## config.mk

```make
export PLATFORM = sky130hd
export DESIGN_NAME = front_panel_menu_controller
export DESIGN_NICKNAME = d
export VERILOG_FILES = /design/src/rtl/fpm_pkg.sv /design/src/rtl/front_panel_menu_controller.sv /design/src/rtl/fpm_in_stage.sv /design/src/rtl/fpm_engine.sv /design/src/rtl/fpm_out_stage.sv
export SDC_FILE = /design/constraint.sdc
export NUM_CORES = 1
export LEC_CHECK = 0
export BUFFER_PORTS_ARGS = -buffer_cell sky130_fd_sc_hd__buf_2
export CORE_MARGIN = 8
export CORE_UTILIZATION = 48
export CTS_CLUSTER_SIZE = 25
export DETAILED_ROUTE_END_ITERATION = 10
export PLACE_DENSITY = 0.8
export REMOVE_ABC_BUFFERS = 1
export SLEW_MARGIN = 0
export SYNTH_ARGS = -nofsm -noshare
export SYNTH_HDL_FRONTEND = slang
export SYNTH_HIERARCHICAL = 1
export SYNTH_SLANG_ARGS = --single-unit
```

## constraint.sdc

```tcl
create_clock -name clk -period 2.7 [get_ports clk]
set_input_delay 0.405 -clock clk [delete_from_list [all_inputs] [get_ports clk]]
set_output_delay 0.405 -clock clk [all_outputs]
set_load 0.1 [all_outputs]
```

## src/rtl/fpm_pkg.sv

```systemverilog
package fpm_pkg;

  // Menu levels
  typedef enum logic [1:0] {
    LVL_SPLASH,
    LVL_HOME,
    LVL_MAIN,
    LVL_SUB
  } level_t;

  // Item kinds (op field)
  localparam logic OP_KEY  = 1'b0;
  localparam logic OP_TEMP = 1'b1;

  // Key codes
  localparam logic [7:0] KEY_ENTER = 8'd0;
  localparam logic [7:0] KEY_LEFT  = 8'd1;
  localparam logic [7:0] KEY_RIGHT = 8'd2;
  localparam logic [7:0] KEY_BACK  = 8'd3;

  // Buzzer commands
  localparam logic [1:0] BUZ_NONE = 2'd0;
  localparam logic [1:0] BUZ_ON   = 2'd1;
  localparam logic [1:0] BUZ_OFF  = 2'd2;

  // Page numbers
  localparam logic [3:0] PAGE_SPLASH    = 4'd0;
  localparam logic [3:0] PAGE_HOME      = 4'd1;
  localparam logic [3:0] PAGE_MAIN_BASE = 4'd2;
  localparam logic [3:0] PAGE_ALARM     = 4'd14;

  // Main entries
  localparam logic [1:0] MAIN_VERSION = 2'd3;

  // Configuration
  localparam int unsigned CFG_ADDR_W = 3;
  localparam logic CFG_IDX_THRESHOLD = 1'b0;
  localparam logic signed [15:0] THRESHOLD_RESET = 16'sd6000;

  // One input beat
  typedef struct packed {
    logic              op;
    logic [7:0]        key_code;
    logic signed [15:0] temperature;
  } item_t;

  // One result beat; page_valid in the lowest bit
  typedef struct packed {
    logic [1:0]  buzzer;
    logic        alarm_raised;
    logic [15:0] temp_word;
    logic        temp_valid;
    logic        show_version;
    logic [1:0]  scene;
    logic        scene_valid;
    logic        wake;
    logic [3:0]  page;
    logic        page_valid;
  } result_t;

  // Length of each entry's sub list
  function automatic logic [2:0] sub_len(input logic [1:0] m);
    logic [2:0] c;
    unique case (m)
      2'd0:    c = 3'd4;
      2'd1:    c = 3'd2;
      default: c = 3'd1;
    endcase
    return c;
  endfunction

  // Page of a sub list entry; out of list falls back to home
  function automatic logic [3:0] sub_page(input logic [1:0] m, input logic [1:0] s);
    logic [3:0] p;
    p = PAGE_HOME;
    if ({1'b0, s} < sub_len(m)) begin
      unique case (m)
        2'd0:    p = 4'd6 + {2'b00, s};
        2'd1:    p = 4'd10 + {2'b00, s};
        2'd2:    p = 4'd13;
        default: p = 4'd12;
      endcase
    end
    return p;
  endfunction

  // Sub index step right, wrapping inside the list
  function automatic logic [1:0] sub_right(input logic [1:0] m, input logic [1:0] s);
    logic [1:0] n;
    unique case (m)
      2'd0:    n = s + 2'd1;
      2'd1:    n = {1'b0, ~s[0]};
      default: n = 2'd0;
    endcase
    return n;
  endfunction

  // Sub index step left, wrapping inside the list
  function automatic logic [1:0] sub_left(input logic [1:0] m, input logic [1:0] s);
    logic [1:0] n;
    unique case (m)
      2'd0:    n = s - 2'd1;
      2'd1:    n = {1'b0, ~s[0]};
      default: n = 2'd0;
    endcase
    return n;
  endfunction

  // Page shown for a given menu position
  function automatic logic [3:0] page_of(input level_t lv, input logic [1:0] m,
                                         input logic [1:0] s);
    logic [3:0] p;
    unique case (lv)
      LVL_SPLASH: p = PAGE_SPLASH;
      LVL_HOME:   p = PAGE_HOME;
      LVL_MAIN:   p = PAGE_MAIN_BASE + {2'b00, m};
      default:    p = sub_page(m, s);
    endcase
    return p;
  endfunction

endpackage

```

## src/rtl/front_panel_menu_controller.sv

```systemverilog
// Front panel menu controller.
// Slave stream: one beat per key press or temperature sample; tuser is the
// kind (0 key, 1 sample), tdata carries key code and temperature.
// Master stream: exactly one result beat per input beat, in order, with the
// page command, wake, scene, version, temperature and alarm fields.
// APB port: one register, the signed alarm threshold at address 0, written
// on the access cycle; pready is tied high and reads return the value.
// From input beat to result beat, a beat first waits in the input
// register, then the menu logic updates its state and loads the
// result register. One beat is taken every cycle while the receiver keeps
// tready high; the menu state registers close a loop on themselves, so the
// rate is set by that single next-state stage.
// When the receiver stalls, the result register holds and the input
// register fills, after which s_tready drops; nothing is lost.
// Reset (rst, synchronous) empties both registers, puts the menu at the
// splash level with indexes, lock and last temperature cleared, and loads
// the threshold with 60.00 degrees.
module front_panel_menu_controller (
  input  logic                           clk,
  input  logic                           rst,
  // input stream
  input  logic                           s_tvalid,
  output logic                           s_tready,
  input  logic [23:0]                    s_tdata,  // key_code[7:0], temperature[23:8]
  input  logic                           s_tuser,  // op
  // result stream
  output logic                           m_tvalid,
  input  logic                           m_tready,
  // page_valid[0], page[4:1], wake[5], scene_valid[6], scene[8:7],
  // show_version[9], temp_valid[10], temp_word[26:11], alarm_raised[27],
  // buzzer[29:28], zero[31:30]
  output logic [31:0]                    m_tdata,
  // configuration
  input  logic                           psel,
  input  logic                           penable,
  input  logic                           pwrite,
  input  logic [fpm_pkg::CFG_ADDR_W-1:0] paddr,
  input  logic [31:0]                    pwdata,
  output logic [31:0]                    prdata,
  output logic                           pready
);

  fpm_pkg::item_t     in_item, held_item;
  fpm_pkg::result_t   result, out_result;
  logic               held_valid, fire, can_load;
  logic signed [15:0] alarm_threshold;

  assign in_item.op          = s_tuser;
  assign in_item.key_code    = s_tdata[7:0];
  assign in_item.temperature = s_tdata[23:8];

  // Threshold register
  assign pready = 1'b1;
  always_ff @(posedge clk) begin
    if (rst) begin
      alarm_threshold <= fpm_pkg::THRESHOLD_RESET;
    end else if (psel && penable && pwrite && pready
                 && paddr[2] == fpm_pkg::CFG_IDX_THRESHOLD) begin
      alarm_threshold <= pwdata[15:0];
    end
  end

  assign prdata = (paddr[2] == fpm_pkg::CFG_IDX_THRESHOLD)
                  ? {16'd0, alarm_threshold} : 32'd0;

  assign fire = held_valid && can_load;

  fpm_in_stage u_in (
    .clk        (clk),
    .rst        (rst),
    .in_valid   (s_tvalid),
    .in_ready   (s_tready),
    .in_item    (in_item),
    .held_valid (held_valid),
    .take       (fire),
    .held_item  (held_item)
  );

  fpm_engine u_engine (
    .clk             (clk),
    .rst             (rst),
    .fire            (fire),
    .item            (held_item),
    .alarm_threshold (alarm_threshold),
    .result          (result)
  );

  fpm_out_stage u_out (
    .clk        (clk),
    .rst        (rst),
    .load       (held_valid),
    .can_load   (can_load),
    .result     (result),
    .out_valid  (m_tvalid),
    .out_ready  (m_tready),
    .out_result (out_result)
  );

  assign m_tdata = {2'b00, out_result};

endmodule

```

## src/rtl/fpm_in_stage.sv

```systemverilog
// Input register: holds one beat until the engine takes it
module fpm_in_stage (
  input  logic           clk,
  input  logic           rst,
  input  logic           in_valid,
  output logic           in_ready,
  input  fpm_pkg::item_t in_item,
  output logic           held_valid,
  input  logic           take,
  output fpm_pkg::item_t held_item
);

  assign in_ready = !held_valid || take;

  // Occupancy flag
  always_ff @(posedge clk) begin
    if (rst) begin
      held_valid <= 1'b0;
    end else if (in_ready) begin
      held_valid <= in_valid;
    end
  end

  // Payload
  always_ff @(posedge clk) begin
    if (in_valid && in_ready) begin
      held_item <= in_item;
    end
  end

endmodule

```

## src/rtl/fpm_engine.sv

```systemverilog
// Menu state and result logic; state moves on each beat taken
module fpm_engine (
  input  logic                     clk,
  input  logic                     rst,
  input  logic                     fire,
  input  fpm_pkg::item_t           item,
  input  logic signed [15:0]       alarm_threshold,
  output fpm_pkg::result_t         result
);

  fpm_pkg::level_t    level, level_next;
  logic [1:0]         main_sel, main_sel_next;
  logic [1:0]         sub_sel, sub_sel_next;
  logic               alarm_lock, alarm_lock_next;
  logic signed [15:0] prev_temp, prev_temp_next;
  logic               issue;

  // State registers
  always_ff @(posedge clk) begin
    if (rst) begin
      level      <= fpm_pkg::LVL_SPLASH;
      main_sel   <= 2'd0;
      sub_sel    <= 2'd0;
      alarm_lock <= 1'b0;
      prev_temp  <= 16'sd0;
    end else if (fire) begin
      level      <= level_next;
      main_sel   <= main_sel_next;
      sub_sel    <= sub_sel_next;
      alarm_lock <= alarm_lock_next;
      prev_temp  <= prev_temp_next;
    end
  end

  // Next state and result
  always_comb begin
    level_next      = level;
    main_sel_next   = main_sel;
    sub_sel_next    = sub_sel;
    alarm_lock_next = alarm_lock;
    prev_temp_next  = prev_temp;
    issue           = 1'b0;
    result          = '0;
    if (item.op == fpm_pkg::OP_KEY) begin
      result.wake = 1'b1;
      if (item.key_code == fpm_pkg::KEY_BACK) begin
        // back always works and silences a pending alarm
        issue = 1'b1;
        if (alarm_lock) begin
          result.buzzer   = fpm_pkg::BUZ_OFF;
          alarm_lock_next = 1'b0;
        end
        if (level == fpm_pkg::LVL_SUB) begin
          level_next = fpm_pkg::LVL_MAIN;
        end else if (level == fpm_pkg::LVL_MAIN) begin
          level_next = fpm_pkg::LVL_HOME;
        end
      end else if (item.key_code <= fpm_pkg::KEY_RIGHT && !alarm_lock) begin
        issue = 1'b1;
        priority if (item.key_code == fpm_pkg::KEY_ENTER) begin
          unique case (level)
            fpm_pkg::LVL_SPLASH: level_next = fpm_pkg::LVL_HOME;
            fpm_pkg::LVL_HOME: begin
              level_next    = fpm_pkg::LVL_MAIN;
              main_sel_next = 2'd0;
            end
            fpm_pkg::LVL_MAIN: begin
              level_next          = fpm_pkg::LVL_SUB;
              sub_sel_next        = 2'd0;
              result.show_version = (main_sel == fpm_pkg::MAIN_VERSION);
            end
            default: begin
              result.scene_valid = 1'b1;
              result.scene       = sub_sel;
            end
          endcase
        end else if (item.key_code == fpm_pkg::KEY_RIGHT) begin
          if (level == fpm_pkg::LVL_MAIN) begin
            main_sel_next = main_sel + 2'd1;
          end else if (level == fpm_pkg::LVL_SUB) begin
            sub_sel_next = fpm_pkg::sub_right(main_sel, sub_sel);
          end
        end else begin
          if (level == fpm_pkg::LVL_MAIN) begin
            main_sel_next = main_sel - 2'd1;
          end else if (level == fpm_pkg::LVL_SUB) begin
            sub_sel_next = fpm_pkg::sub_left(main_sel, sub_sel);
          end
        end
      end
      if (issue) begin
        result.page_valid = 1'b1;
        result.page       = fpm_pkg::page_of(level_next, main_sel_next, sub_sel_next);
      end
    end else begin
      // temperature sample: alarm on a rise to or past the threshold from at or below it
      result.temp_valid = 1'b1;
      result.temp_word  = item.temperature;
      prev_temp_next    = item.temperature;
      if (item.temperature >= alarm_threshold && prev_temp <= alarm_threshold) begin
        result.page_valid   = 1'b1;
        result.page         = fpm_pkg::PAGE_ALARM;
        result.alarm_raised = 1'b1;
        result.buzzer       = fpm_pkg::BUZ_ON;
        alarm_lock_next     = 1'b1;
      end
    end
  end

endmodule

```

## src/rtl/fpm_out_stage.sv

```systemverilog
// Result register: holds one beat until the receiver takes it
module fpm_out_stage (
  input  logic             clk,
  input  logic             rst,
  input  logic             load,
  output logic             can_load,
  input  fpm_pkg::result_t result,
  output logic             out_valid,
  input  logic             out_ready,
  output fpm_pkg::result_t out_result
);

  assign can_load = !out_valid || out_ready;

  // Occupancy flag
  always_ff @(posedge clk) begin
    if (rst) begin
      out_valid <= 1'b0;
    end else if (can_load) begin
      out_valid <= load;
    end
  end

  // Payload
  always_ff @(posedge clk) begin
    if (load && can_load) begin
      out_result <= result;
    end
  end

endmodule

```

Word-level counts from Yosys, hierarchy flattened
Cells that the tools add are included.

storage, ports and cells
  bits in registers = 96
  bits of input ports = 67
  output and inout bits = 67
  logic and storage cells = 127

cells by class
  $lt $le $gt $ge = 4
  $add $sub $neg = 7
  reductions and logical operators = 26
  multiplexer cells = 51
  bitwise gates (word level) = 6
  equal/unequal tests = 12

operator list
  operator                                                                count
  2-bit two-way mux                                                       28
  4-bit one-hot mux with 3 select lines                                   2
  8-bit by 2-bit == test with 1-bit output (second input constant)        2
  16-bit greater-or-equal comparator                                      1
  16-bit <= comparator                                                    1
  16-bit two-way mux                                                      1
  5-bit two-way mux                                                       3
  3-bit two-way mux                                                       4
  2-bit == test (second input constant)                                   5
  2-bit by 1-bit == test with 1-bit output (second input constant)        4
  8-bit by 2-bit <= comparator with 1-bit output (second input constant)  1
  2-bit zero test                                                         4
  8-bit zero test                                                         1
  1-bit two-way mux                                                       8
  2-bit one-hot mux with 2 select lines                                   2
  1-bit logical AND                                                       7
  7-bit OR reduction                                                      1
  1-bit inverter                                                          6
  2-bit one-hot mux with 3 select lines                                   1
  3-bit one-hot mux with 2 select lines                                   1
  3-bit OR reduction                                                      2
  5-bit OR reduction                                                      1
  2-bit by 1-bit adder with 2-bit output (second input constant)          2
  3-bit by 2-bit adder with 4-bit output (first input constant)           1
  12 further kinds                                                        17

Depth between registers and ports, before layout
Gate-level depths: netlist (run 1).

  depth in word-level cells = 17
  mapped depth = 12
  gate-level depth less buffers = 12

Hierarchy
The synthesis (run 1) kept the hierarchy.

modules (own cells, without submodules)
  module                       cells an instance  instances  seq. area each (µm²)  area an instance (µm²)
  fpm_engine                   317                1          460.4                 2432.3
  front_panel_menu_controller  109                1          320.3                 973.4
  fpm_out_stage                35                 1          920.9                 955.9
  fpm_in_stage                 30                 1          770.7                 805.8

Worst setup path before layout (run 1)
No wires, ideal clock.

  path kind = register -> register
  from = register u_engine.main_sel[0]
  to = register u_out/out_result[1] (netlist name)
  required time = 2444 ps
  slack = 59 ps
  library setup time = 256 ps
  buffers on the path = 0
  arrival time = 2385 ps
  stages on the path, launching flop included = 12
  cells stage by stage = dfxtp_1 inv_1 ha_1 or4bb_1 nand4_1 o311ai_4 inv_2 ha_1 nor3_1 o21ai_1 o211ai_1 o211a_1

RTL lines
  item                      line              RTL
  start: declaration        fpm_engine.sv:12  logic [1:0] main_sel, main_sel_next;
  start signal: assignment  fpm_engine.sv:28  main_sel <= main_sel_next;

==> impl_metrics.xml, run 1 <==
<?xml version="1.0" encoding="UTF-8"?>
<metrics>
  <group name="status">
    <metric name="status" unit="">completed</metric>
  </group>
  <group name="yosys">
    <metric name="synth_xor_xnor_area_share" unit="%">0.3390</metric>
    <metric name="synth_compound_gate_area_share" unit="%">10.39</metric>
    <metric name="synth_top_flop_cell" unit="">edfxtp_1</metric>
    <metric name="biggest_area_contributors_in_the_synthesized_netlist" unit="">edfxtp_1 32%, dfxtp_1 16%, ha_1 11%</metric>
    <metric name="library_cell_with_the_highest_instance_count_after_synthesis" unit="">edfxtp_1</metric>
    <metric name="synthAdderAreaFrac" unit="%">10.65</metric>
    <metric name="synth-seq-area-share" unit="%">47.85</metric>
    <metric name="syn-mean-instance-area" unit="sq um">10.52</metric>
    <metric name="synthTopCellsByCount" unit="">55 x edfxtp_1, 45 x nand2_1, 44 x ha_1, 41 x dfxtp_1, 35 x nor2_1</metric>
    <metric name="syn_inst" unit="">491</metric>
    <metric name="synthMuxAreaShare" unit="%">3.898</metric>
    <metric name="post-synth-top-area-fraction" unit="%">31.96</metric>
    <metric name="largest_family_of_logic_cells_by_synthesized_area" unit="">simple AND/OR/NAND/NOR gates</metric>
    <metric name="post-synth-top-area-cell" unit="">edfxtp_1</metric>
    <metric name="synthSimpleGateAreaFrac" unit="%">19.88</metric>
    <metric name="synth-seq-cells" unit="">96</metric>
    <metric name="yosysWarningCount" unit="">6</metric>
    <metric name="proportion_of_synthesized_flip_flops_having_asynchronous_set_or_reset" unit="%">0</metric>
    <metric name="synth.distinct_cells" unit="">67</metric>
    <metric name="synth_edf_count" unit="">55</metric>
    <metric name="synth.cell_area" unit="sq um">5167</metric>
  </group>
  <group name="pwr">
    <metric name="total_power" unit="mW">3.541</metric>
    <metric name="powerDensity" unit="nW/um^2">581.2</metric>
    <metric name="internal-power" unit="mW">2.364</metric>
    <metric name="irDropWorstVdd" unit="mV">0.2552</metric>
    <metric name="power_frac_clock" unit="%">29.0</metric>
    <metric name="power.share.sequential" unit="%">47.4</metric>
    <metric name="cellLeakagePower" unit="nW">2.636</metric>
    <metric name="power.share.combinational" unit="%">23.6</metric>
    <metric name="total_switching_power" unit="mW">1.177</metric>
    <metric name="p_sw_share" unit="%">33.25</metric>
  </group>
  <group name="global_routing">
    <metric name="first_global_vias" unit="">3934</metric>
    <metric name="global_route.usage.total" unit="%">16.16</metric>
    <metric name="grt_max_degree" unit="">34</metric>
    <metric name="first_pass_grt_wire_length" unit="mm">18.82</metric>
    <metric name="grt_overflow_total" unit="">0</metric>
    <metric name="antenna_found_initial" unit="">0</metric>
  </group>
  <group name="drt">
    <metric name="antenna_violating_nets_post_route" unit="">0</metric>
    <metric name="routed-via-count" unit="">3824</metric>
    <metric name="drc_errors" unit="">0</metric>
    <metric name="routed_wl" unit="mm">11.57</metric>
    <metric name="drtPass1Iterations" unit="">6</metric>
    <metric name="wl_per_cell" unit="um">15.56</metric>
    <metric name="vias_per_cell" unit="">5.140</metric>
    <metric name="drt_iter0_markers" unit="">246</metric>
  </group>
  <group name="clock_network">
    <metric name="total_clock_sinks" unit="">96</metric>
    <metric name="cts_hold_repair.buffers" unit="">0</metric>
    <metric name="clock_insertion_delay_worst_skew" unit="ns">0.36</metric>
    <metric name="ctsHtreeMaxLevel" unit="">3</metric>
    <metric name="cts_buffer_depth" unit="">2</metric>
    <metric name="clkTransAtPathRegs" unit="ns">0.09</metric>
    <metric name="tritoncts" unit="">done</metric>
    <metric name="tritoncts.num_buffers" unit="">9</metric>
    <metric name="cell_at_the_root_of_the_clock_tree" unit="">clkbuf_8</metric>
  </group>
  <group name="cells_and_area">
    <metric name="utilization" unit="%">57.21</metric>
    <metric name="final_nets" unit="">710</metric>
    <metric name="finalNonFillerCells" unit="">744</metric>
    <metric name="layout-drive-gt1-share" unit="%">27.98</metric>
    <metric name="fill_cells" unit="">924</metric>
    <metric name="antenna_cells" unit="">0</metric>
    <metric name="areaGrowthSynthToFinish" unit="%">17.92</metric>
  </group>
  <group name="sta">
    <metric name="setup_viol" unit="">0</metric>
    <metric name="finClkSkew" unit="ns">0.009457</metric>
    <metric name="tightest_slew" unit="ns">0.7540</metric>
    <metric name="setup_repair_after_global_routing_missed_its_margin" unit="">true</metric>
    <metric name="achievable-frequency" unit="MHz">373.8</metric>
    <metric name="layout_min_cycle_time" unit="ns">2.675</metric>
    <metric name="slew-limit-headroom" unit="%">49.55</metric>
    <metric name="final_period_util" unit="%">99.09</metric>
    <metric name="smallest_setup_slack_after_layout" unit="ns">0.02469</metric>
    <metric name="final_hold_viol_count" unit="">0</metric>
    <metric name="timing.final.max_slew_violations" unit="">0</metric>
    <metric name="fin_tns_setup" unit="ns">0</metric>
  </group>
  <group name="placement">
    <metric name="place.detailed.instances" unit="">724</metric>
    <metric name="dp_worst_setup_slack" unit="ns">-0.02595</metric>
    <metric name="globalplace.congestion" unit="">0.8753</metric>
    <metric name="io_buffers" unit="">96</metric>
    <metric name="detailed_place_hpwl" unit="mm">8.716</metric>
  </group>
  <group name="floorplanning">
    <metric name="placeableCoreArea" unit="sq um">10650</metric>
    <metric name="chipHeight" unit="um">119.8</metric>
    <metric name="die_width" unit="um">119.8</metric>
    <metric name="die-area" unit="sq um">14340</metric>
    <metric name="start_util" unit="%">48.52</metric>
    <metric name="rows" unit="">38</metric>
    <metric name="pin_count" unit="">134</metric>
  </group>
  <group name="critical_path">
    <metric name="timing.critical_path.slowest_cell_delay" unit="ns">0.34</metric>
    <metric name="worstSetupEndpointType" unit="">register</metric>
    <metric name="critPathTopFamily" unit="">buffers and inverters</metric>
    <metric name="start_kind" unit="">register</metric>
    <metric name="r2r_slack" unit="ns">0.02</metric>
    <metric name="critPathKind" unit="">reg2reg</metric>
    <metric name="path_max_fanout" unit="">5</metric>
    <metric name="worst_path_max_delay_cell" unit="">dfxtp_2</metric>
    <metric name="cp_cell_sequence" unit="">inv_1 -&gt; ha_1 -&gt; buf_4 -&gt; nor3b_2 -&gt; a21oi_2 -&gt; o311ai_4 -&gt; inv_2 -&gt; buf_4 -&gt; ha_1 -&gt; mux2_4 -&gt; nor3_4 -&gt; o311ai_2</metric>
    <metric name="critical_path_required" unit="ns">2.80</metric>
    <metric name="regToRegEndpoint" unit="">u_out/out_result[3]</metric>
    <metric name="reg2reg_from" unit="">u_engine/main_sel[1]</metric>
    <metric name="critical_path_arrival" unit="ns">2.77</metric>
    <metric name="worstPathBufferInverterCount" unit="">4</metric>
    <metric name="ff2ff_path_depth" unit="">12</metric>
  </group>
  <group name="hold_path">
    <metric name="hold_path_class" unit="">in2reg</metric>
    <metric name="hold-path-cell-count" unit="">1</metric>
    <metric name="min_from" unit="">s_tdata[15]</metric>
    <metric name="min_to" unit="">u_in/held_item[7]</metric>
  </group>
  <group name="job">
    <metric name="max-cap-violations" unit="">0</metric>
  </group>
</metrics>
[layout by cell type (no fill, tap or decap), types with 3 or more instances in the layout]
| master | instances |
|---|---|
| conb_1 | 19 |
| buf_2 | 96 |
| a21oi_1 | 29 |
| o21ai_0 | 5 |
| and2_1 | 18 |
| nor2b_1 | 14 |
| buf_4 | 21 |
| a21o_1 | 3 |
| dfxtp_1 | 38 |
| ha_1 | 41 |
| nand2_1 | 45 |
| edfxtp_1 | 55 |
| inv_1 | 28 |
| mux2i_1 | 19 |
| a211oi_1 | 7 |
| o211ai_1 | 3 |
| a21oi_2 | 3 |
| clkbuf_8 | 9 |
| o21ai_1 | 3 |
| and2b_2 | 6 |
| nand4_1 | 10 |
| nand2b_1 | 22 |
| and3_1 | 6 |
| nor2_1 | 34 |
| nor3_1 | 6 |
[flip-flops by register name (all words and copies together), names as in the netlist]
register / cells
u_out/out_result: 30
u_in/held_item: 25
alarm_threshold: 16
u_engine/prev_temp: 16
u_engine/level: 2
u_engine/main_sel: 2
u_engine/sub_sel: 2
u_engine/alarm_lock: 1
u_in/held_valid: 1
u_out/out_valid: 1
[cell families after synthesis]
group,count (synthesis)
buffers and inverters,67
AO/OA/AOI/OAI,76
AND/OR/NAND/NOR,184
other,2
multiplexers,20
XOR/XNOR,2
flip-flops,96
adder cells (fa/ha/maj),44
[worst max-delay path by stage]
stage	from	endpoint	slack, ns	cells past startpoint
after CTS	u_engine/main_sel[0]	u_out/out_result[1]	0.004	11
after global routing	u_engine/main_sel[1]	u_out/out_result[3]	-0.11	12
final	u_engine/main_sel[1]	u_out/out_result[3]	0.02	12
after floorplan	u_engine/main_sel[0]	u_out/out_result[1]	0.06	11
after detailed placement	u_in/held_item[21]	u_out/out_result[1]	-0.03	11
after global placement	u_in/held_item[21]	u_out/out_result[3]	0.10	7
[power groups by stage]
stage / registers [mW] / logic (mW) / clock network, mW
CTS: 1.68 / 0.806 / 1.06
floorplan: 1.91 / 0.413 / 0
detailed placement: 1.71 / 0.803 / 0
global route: 1.69 / 0.892 / 1.11
global placement: 1.71 / 0.786 / 0
finish: 1.68 / 0.836 / 1.03
[stage by stage]
stage,instance area [sq um],hold slack [ns]
3_5_place_dp,5773,0.4554
4_1_cts,6001,0.1907
5_1_grt,6093,0.1931
3_3_place_gp,5773,0.4470
2_1_floorplan,4990,0.4303
6_report,6093,0.2128
[routing by layer]
layer  part of all wire, %  vias to the layer above  global-route usage [%]
li1                      -                     1899                       -
met1                    44                     1783                   19.59
met2                    48                      115                   26.72
met3                   5.0                       27                   3.053
met4                   2.8                        0                   8.743
met5                     0                        -                       0
[layout make-up]
type / instances / area (sq um) / share of cell area (%)
Sequential cell: 96 / 2479 / 40.68
Timing Repair Buffer: 117 / 638.1 / 10.47
Multi-Input combinational cell: 345 / 2470 / 40.53
Inverter: 30 / 112.6 / 1.848
Clock inverter: 7 / 95.09 / 1.561
Tap cell: 140 / 175.2 / 2.875
Clock buffer: 9 / 123.9 / 2.033
[repair_timing]
action / 4_1_cts / 5_1_grt
pin swaps: 0 / 15
setup endpoints to repair: 1 / 6
resized for setup: 1 / 20
buffers inserted: 0 / 4
Note: power is estimated with default switching activity, not from simulation.
==> run 2: changes to the inputs <==
Settings changed: PLACE_DENSITY 0.8 to 0.81, SYNTH_HIERARCHICAL 1 to default.
==> run 2 against run 1 <==
Effect of this change: synthesized area is 6.3% lower; fmax increased by 4.6%; hold slack worse by 0.0015 ns; critical path type unchanged; largest cell class unchanged; largest power group unchanged.
==> impl_metrics.xml, run 2 <==
<?xml version="1.0" encoding="UTF-8"?>
<metrics>
  <group name="status">
    <metric name="status" unit="">completed</metric>
  </group>
  <group name="critical_path">
    <metric name="critPathKind" unit="">reg2reg</metric>
    <metric name="worstPathBufferInverterCount" unit="">1</metric>
    <metric name="r2r_slack" unit="ns">0.14</metric>
    <metric name="timing.critical_path.slowest_cell_delay" unit="ns">0.58</metric>
    <metric name="start_kind" unit="">register</metric>
    <metric name="cp_cell_sequence" unit="">or4_4 -&gt; a22oi_2 -&gt; inv_1 -&gt; ha_1 -&gt; or2_2 -&gt; o21ai_1 -&gt; mux2i_1 -&gt; a311oi_2</metric>
    <metric name="path_max_fanout" unit="">4</metric>
    <metric name="critical_path_required" unit="ns">2.88</metric>
    <metric name="critical_path_arrival" unit="ns">2.74</metric>
    <metric name="critPathTopFamily" unit="">simple AND/OR/NAND/NOR gates</metric>
    <metric name="worst_path_max_delay_cell" unit="">or4_4</metric>
    <metric name="worstSetupEndpointType" unit="">register</metric>
  </group>
  <group name="cells_and_area">
    <metric name="layout_common_cells" unit="">96 x buf_2, 64 x nand2_1, 54 x edfxtp_1, 47 x nor2_1, 44 x ha_1</metric>
    <metric name="largest-register" unit="">u_out.out_result</metric>
    <metric name="antenna_cells" unit="">0</metric>
    <metric name="layout-drive-gt1-share" unit="%">25.67</metric>
    <metric name="areaGrowthSynthToFinish" unit="%">17.96</metric>
    <metric name="largest_register_ffs" unit="">29</metric>
    <metric name="final_nets" unit="">704</metric>
    <metric name="leading_cell_type_in_the_layout_fill_and_taps_excluded" unit="">buf_2</metric>
    <metric name="top_regs" unit="">u_out.out_result (29), u_in.held_item (25)</metric>
  </group>
  <group name="pwr">
    <metric name="irDropWorstVdd" unit="mV">0.2253</metric>
    <metric name="total_power" unit="mW">3.161</metric>
    <metric name="powerDensity" unit="nW/um^2">553.5</metric>
    <metric name="cellLeakagePower" unit="nW">2.493</metric>
  </group>
  <group name="global_routing">
    <metric name="globalRouteMet3Util" unit="%">3.413</metric>
    <metric name="busiest_layer" unit="">met2</metric>
    <metric name="grt_max_degree" unit="">42</metric>
    <metric name="first_pass_grt_wire_length" unit="mm">17.90</metric>
    <metric name="first_global_vias" unit="">3721</metric>
    <metric name="grt_overflow_total" unit="">0</metric>
    <metric name="global_route.usage.met1" unit="%">21.39</metric>
    <metric name="global_route.usage.total" unit="%">17.06</metric>
    <metric name="antenna_found_initial" unit="">0</metric>
    <metric name="grt.met2_usage" unit="%">27.66</metric>
  </group>
  <group name="drt">
    <metric name="wl_per_cell" unit="um">15.61</metric>
    <metric name="vias_per_cell" unit="">5.088</metric>
    <metric name="antenna_violating_nets_post_route" unit="">0</metric>
    <metric name="routed_wl" unit="mm">11.38</metric>
    <metric name="routed-via-count" unit="">3709</metric>
    <metric name="drt_iter0_markers" unit="">183</metric>
    <metric name="drc_errors" unit="">0</metric>
    <metric name="drtPass1Iterations" unit="">4</metric>
  </group>
  <group name="hold_path">
    <metric name="hold_path_class" unit="">in2reg</metric>
  </group>
  <group name="clock_network">
    <metric name="total_clock_sinks" unit="">95</metric>
    <metric name="ctsHtreeMaxLevel" unit="">3</metric>
    <metric name="tritoncts.num_buffers" unit="">9</metric>
    <metric name="cts_buffer_depth" unit="">2</metric>
    <metric name="tritoncts" unit="">done</metric>
    <metric name="clkTransAtPathRegs" unit="ns">0.09</metric>
    <metric name="clock_insertion_delay_worst_skew" unit="ns">0.36</metric>
    <metric name="cell_at_the_root_of_the_clock_tree" unit="">clkbuf_8</metric>
  </group>
  <group name="floorplanning">
    <metric name="chipHeight" unit="um">116.4</metric>
    <metric name="start_util" unit="%">49.54</metric>
    <metric name="placeableCoreArea" unit="sq um">9774</metric>
    <metric name="die-area" unit="sq um">13560</metric>
    <metric name="pin_count" unit="">134</metric>
    <metric name="die_width" unit="um">116.4</metric>
    <metric name="rows" unit="">36</metric>
  </group>
  <group name="yosys">
    <metric name="library_cell_with_the_highest_instance_count_after_synthesis" unit="">nand2_1</metric>
    <metric name="synth_edf_count" unit="">54</metric>
    <metric name="yosysWarningCount" unit="">0</metric>
    <metric name="syn_inst" unit="">482</metric>
    <metric name="proportion_of_synthesized_flip_flops_having_asynchronous_set_or_reset" unit="%">0</metric>
    <metric name="synth.distinct_cells" unit="">53</metric>
    <metric name="synth-seq-cells" unit="">95</metric>
    <metric name="synthTopCellsByCount" unit="">64 x nand2_1, 54 x edfxtp_1, 47 x nor2_1, 45 x ha_1, 41 x dfxtp_1</metric>
    <metric name="post-synth-top-area-cell" unit="">edfxtp_1</metric>
    <metric name="synth.cell_area" unit="sq um">4842</metric>
    <metric name="biggest_area_contributors_in_the_synthesized_netlist" unit="">edfxtp_1 33%, dfxtp_1 17%, ha_1 12%</metric>
    <metric name="syn-mean-instance-area" unit="sq um">10.05</metric>
    <metric name="synth_top_flop_cell" unit="">edfxtp_1</metric>
    <metric name="post-synth-top-area-fraction" unit="%">33.49</metric>
    <metric name="synth-seq-area-share" unit="%">50.44</metric>
  </group>
  <group name="placement">
    <metric name="detailed_place_hpwl" unit="mm">8.505</metric>
    <metric name="io_buffers" unit="">96</metric>
    <metric name="globalplace.congestion" unit="">0.8765</metric>
  </group>
  <group name="sta">
    <metric name="final_hold_viol_count" unit="">0</metric>
    <metric name="setup_viol" unit="">0</metric>
    <metric name="slew-limit-headroom" unit="%">44.14</metric>
    <metric name="final_period_util" unit="%">94.75</metric>
    <metric name="tightest_slew" unit="ns">0.8372</metric>
    <metric name="layout_min_cycle_time" unit="ns">2.558</metric>
    <metric name="timing.final.max_slew_violations" unit="">0</metric>
    <metric name="finClkSkew" unit="ns">0.01066</metric>
    <metric name="fin_tns_setup" unit="ns">0</metric>
    <metric name="achievable-frequency" unit="MHz">390.9</metric>
  </group>
  <group name="job">
    <metric name="max-cap-violations" unit="">0</metric>
  </group>
</metrics>
-- run 2: cell count changes in the layout (fill, tap and decap cells not counted), sizes merged, moves of 3 or more --
cell / change
nand3: +4
a211o: +7
nand2b: -20
nor3: -3
a31oi: +3
mux2i: -17
nand2: +19
nand4: -3
a21oi: +7
nor2b: -8
and2b: -6
nor2: +12
o21ai: +7
-- run 2: stage by stage --
stage               worst slack (ns)  util, %  cells  cell area [sq um]  hold WS, ns
detailed placement         -0.005922    56.22    711               5495       0.4466
floorplan                    -0.6676        -    462               4691       0.4303
global route               -0.002234    58.44    729               5712       0.1860
CTS                          0.01664    57.95    726               5664       0.2006
finish                        0.1419    58.44    729               5712       0.2113
global placement              0.1287    56.22    711               5495       0.4427
-- run 2: worst paths after layout --
path / from / end / depth (start not counted)
hold / removal: s_tdata[13] / u_in.held_item[5] / 1
setup / recovery: u_in.held_item[19] / u_out.out_result[1] / 8
hold reg to reg: alarm_threshold[11] / alarm_threshold[11] / 2
setup reg to reg: u_in.held_item[19] / u_out.out_result[1] / 8
-- run 2: layer usage --
metal	wire (um)	share of wire, %	up-vias
met5	0	0	-
li1	-	-	1870
met4	228	2.0	0
met2	5333	47	114
met3	786	6.9	18
met1	5033	44	1707
-- run 2: power by group --
group | switching [mW] | total [mW] | internal (mW)
sequential | 0.0391 | 1.64 | 1.60
combinational | 0.538 | 0.697 | 0.159
clock | 0.474 | 0.825 | 0.351
-- run 2: kinds of logic (layout without fill, tap and decap cells) --
group | Yosys count | in the layout | share of synthesized area (%)
other cells | 2 | 19 | 0.1551
simple gates | 177 | 177 | 17.31
fa+ha+maj | 45 | 45 | 11.63
xor+xnor | 2 | 2 | 0.3618
mux | 5 | 5 | 1.111
flops | 95 | 95 | 50.44
buf+inv | 66 | 163 | 6.692
compound gates | 90 | 90 | 12.30
-- run 2: layout make-up --
cell class	count	area, sq um
clock buffers	11	141.4
clock inverters	4	22.52
fillers	874	4063
inverters	29	108.9
multi-input cells	338	2176
flip-flops and latches	95	2444
well taps	133	166.4
repair buffers	119	653.1
-- run 2: what timing repair did --
| action | 4_1_cts | 5_1_grt |
|---|---|---|
| hold buffers | 0 | 0 |
| pin swaps | 0 | 2 |
| resized for setup | 1 | 10 |
| buffers inserted | 0 | 3 |
| setup endpoints to repair | 1 | 3 |
| endpoints found under the hold margin | 0 | 0 |
==> run 3: changes to the inputs <==
Settings changed: BUFFER_PORTS_ARGS -buffer_cell sky130_fd_sc_hd__buf_2 to default, CORE_UTILIZATION 48 to 50, DONT_BUFFER_PORTS from default to 1, PLACE_DENSITY 0.81 to 0.72.
==> run 3 against run 2 <==
Effect of this change: count of clock-buffer cells in the layout down 1; fmax fell by 0.54%; critical path depth increased by 3; largest cell class unchanged.
==> impl_metrics.xml, run 3 (same netlist as run 2, synthesis figures left out) <==
<?xml version="1.0" encoding="UTF-8"?>
<metrics>
  <group name="status">
    <metric name="status" unit="">completed</metric>
  </group>
  <group name="pwr">
    <metric name="powerDensity" unit="nW/um^2">588.7</metric>
    <metric name="total_power" unit="mW">3.217</metric>
    <metric name="irDropWorstVdd" unit="mV">0.2677</metric>
    <metric name="cellLeakagePower" unit="nW">2.201</metric>
  </group>
  <group name="critical_path">
    <metric name="worstSetupEndpointType" unit="">register</metric>
    <metric name="worstPathBufferInverterCount" unit="">1</metric>
    <metric name="cp_cell_sequence" unit="">nor4_4 -&gt; buf_4 -&gt; and3_4 -&gt; nand3_1 -&gt; o21ai_1 -&gt; a22oi_2 -&gt; ha_2 -&gt; or2_4 -&gt; nor2_1 -&gt; nor2_1 -&gt; a311oi_2</metric>
    <metric name="reg2reg_from" unit="">u_in.held_item[22]</metric>
    <metric name="critPathTopFamily" unit="">simple AND/OR/NAND/NOR gates</metric>
    <metric name="timing.critical_path.slowest_cell_delay" unit="ns">0.41</metric>
    <metric name="start_kind" unit="">register</metric>
    <metric name="critPathKind" unit="">reg2reg</metric>
    <metric name="critical_path_required" unit="ns">2.89</metric>
    <metric name="worst_path_most_repeated_cell" unit="">nor2_1</metric>
    <metric name="worst_path_max_delay_cell" unit="">edfxtp_1</metric>
    <metric name="regToRegEndpoint" unit="">u_out.out_result[1]</metric>
    <metric name="r2r_slack" unit="ns">0.13</metric>
    <metric name="critical_path_arrival" unit="ns">2.76</metric>
    <metric name="ff2ff_path_depth" unit="">11</metric>
    <metric name="path_max_fanout" unit="">6</metric>
  </group>
  <group name="drt">
    <metric name="antenna_violating_nets_post_route" unit="">0</metric>
    <metric name="drc_errors" unit="">0</metric>
    <metric name="routed_wl" unit="mm">11.11</metric>
    <metric name="routed-via-count" unit="">3504</metric>
    <metric name="drtPass1Iterations" unit="">4</metric>
    <metric name="drt_iter0_markers" unit="">225</metric>
    <metric name="wl_per_cell" unit="um">17.12</metric>
    <metric name="vias_per_cell" unit="">5.399</metric>
  </group>
  <group name="sta">
    <metric name="slew-limit-headroom" unit="%">37.35</metric>
    <metric name="setup_viol" unit="">0</metric>
    <metric name="smallest_setup_slack_after_layout" unit="ns">0.1280</metric>
    <metric name="achievable-frequency" unit="MHz">388.8</metric>
    <metric name="tightest_slew" unit="ns">0.9417</metric>
    <metric name="layout_min_cycle_time" unit="ns">2.572</metric>
    <metric name="final_period_util" unit="%">95.26</metric>
    <metric name="finClkSkew" unit="ns">0.01261</metric>
    <metric name="timing.final.max_slew_violations" unit="">0</metric>
    <metric name="final_hold_viol_count" unit="">0</metric>
  </group>
  <group name="hold_path">
    <metric name="hold-path-cell-count" unit="">1</metric>
    <metric name="hold_path_class" unit="">in2reg</metric>
    <metric name="min_from" unit="">rst</metric>
    <metric name="min_to" unit="">alarm_threshold[13]</metric>
  </group>
  <group name="cells_and_area">
    <metric name="finalNonFillerCells" unit="">649</metric>
    <metric name="layout-drive-gt1-share" unit="%">18.02</metric>
    <metric name="areaGrowthSynthToFinish" unit="%">12.87</metric>
    <metric name="layout_common_cells" unit="">64 x nand2_1, 54 x edfxtp_1, 44 x ha_1, 40 x dfxtp_1, 39 x a21oi_1</metric>
    <metric name="largest_register_ffs" unit="">29</metric>
    <metric name="final_nets" unit="">623</metric>
    <metric name="utilization" unit="%">56.96</metric>
    <metric name="leading_cell_type_in_the_layout_fill_and_taps_excluded" unit="">nand2_1</metric>
    <metric name="top_regs" unit="">u_out.out_result (29), u_in.held_item (25)</metric>
    <metric name="largest-register" unit="">u_out.out_result</metric>
    <metric name="antenna_cells" unit="">0</metric>
  </group>
  <group name="global_routing">
    <metric name="grt_overflow_total" unit="">0</metric>
    <metric name="antenna_found_initial" unit="">0</metric>
    <metric name="grt_max_degree" unit="">42</metric>
    <metric name="first_pass_grt_wire_length" unit="mm">17.68</metric>
    <metric name="first_global_vias" unit="">3541</metric>
    <metric name="global_route.usage.total" unit="%">17.27</metric>
  </group>
  <group name="floorplanning">
    <metric name="chipHeight" unit="um">114.4</metric>
    <metric name="die_width" unit="um">114.4</metric>
    <metric name="rows" unit="">36</metric>
    <metric name="start_util" unit="%">50.47</metric>
    <metric name="die-area" unit="sq um">13090</metric>
    <metric name="pin_count" unit="">134</metric>
    <metric name="placeableCoreArea" unit="sq um">9594</metric>
  </group>
  <group name="clock_network">
    <metric name="clkTransAtPathRegs" unit="ns">0.10</metric>
    <metric name="cts_hold_repair.buffers" unit="">0</metric>
    <metric name="ctsHtreeMaxLevel" unit="">3</metric>
    <metric name="tritoncts" unit="">done</metric>
    <metric name="total_clock_sinks" unit="">95</metric>
    <metric name="cts_buffer_depth" unit="">2</metric>
    <metric name="clock_insertion_delay_worst_skew" unit="ns">0.37</metric>
    <metric name="cell_at_the_root_of_the_clock_tree" unit="">clkbuf_8</metric>
    <metric name="tritoncts.num_buffers" unit="">9</metric>
  </group>
  <group name="placement">
    <metric name="dp_worst_setup_slack" unit="ns">0.009784</metric>
    <metric name="io_buffers" unit="">0</metric>
    <metric name="globalplace.congestion" unit="">0.8190</metric>
    <metric name="detailed_place_hpwl" unit="mm">8.175</metric>
    <metric name="place.detailed.instances" unit="">630</metric>
  </group>
  <group name="job">
    <metric name="max-cap-violations" unit="">0</metric>
  </group>
</metrics>
run 3: cell count changes in the layout (fill, tap and decap cells not counted), moves of 14 or more:
cell    change
buf_4      +14
buf_2      -96
nor2_2     +15
nor2_1     -15
run 3: worst max-delay path by stage:
| stage | from | endpoint | cells after the start |
|---|---|---|---|
| final | u_in.held_item[22] | u_out.out_result[1] | 11 |
| after global routing | u_in.held_item[22] | u_out.out_result[1] | 11 |
| after CTS | u_in.held_item[21] | u_out.out_result[1] | 11 |
| after detailed placement | u_in.held_item[21] | u_out.out_result[1] | 11 |
| after global placement | u_engine.main_sel[0] | u_out.out_result[1] | 10 |
| after floorplan | u_out.out_valid | u_engine.prev_temp[0] | 5 |
run 3: power by group:
group	switching, mW	internal [mW]	total (mW)
clock	0.498	0.426	0.924
combinational	0.365	0.134	0.500
sequential	0.190	1.60	1.79
run 3: final cells by class:
type | count | area [sq um]
Clock inverter | 6 | 60.06
Clock buffer | 10 | 127.6
Sequential cell | 95 | 2444
Timing Repair Buffer | 38 | 305.3
Inverter | 29 | 108.9
Fill cell | 822 | 4129
Tap cell | 133 | 166.4
Multi-Input combinational cell | 338 | 2253
run 3: repair_timing:
action / CTS / global route
buffers inserted: 0 / 3
gates resized for setup: 2 / 16
endpoints found under the setup margin: 1 / 3
pin swaps: 0 / 4
run 3: stage by stage:
| stage | hold WS, ns | TNS, ns | instance area, sq um |
|---|---|---|---|
| floorplan | 0.4303 | -21.49 | 4691 |
| global placement | 0.4376 | 0 | 5187 |
| detailed placement | 0.4401 | 0 | 5187 |
| CTS | 0.07726 | 0 | 5380 |
| global route | 0.07222 | -0.08408 | 5465 |
| finish | 0.09876 | 0 | 5465 |
run 3: layer usage:
| layer | vias to the layer above | track usage [%] | part of all wire [%] | wire [um] |
|---|---|---|---|---|
| met4 | 0 | 7.187 | 1.8 | 197 |
| met2 | 126 | 28.07 | 48 | 5361 |
| met3 | 17 | 4.747 | 7.1 | 784 |
| li1 | 1704 | - | - | - |
| met1 | 1657 | 21.10 | 43 | 4768 |
| met5 | - | 0 | 0 | 0 |
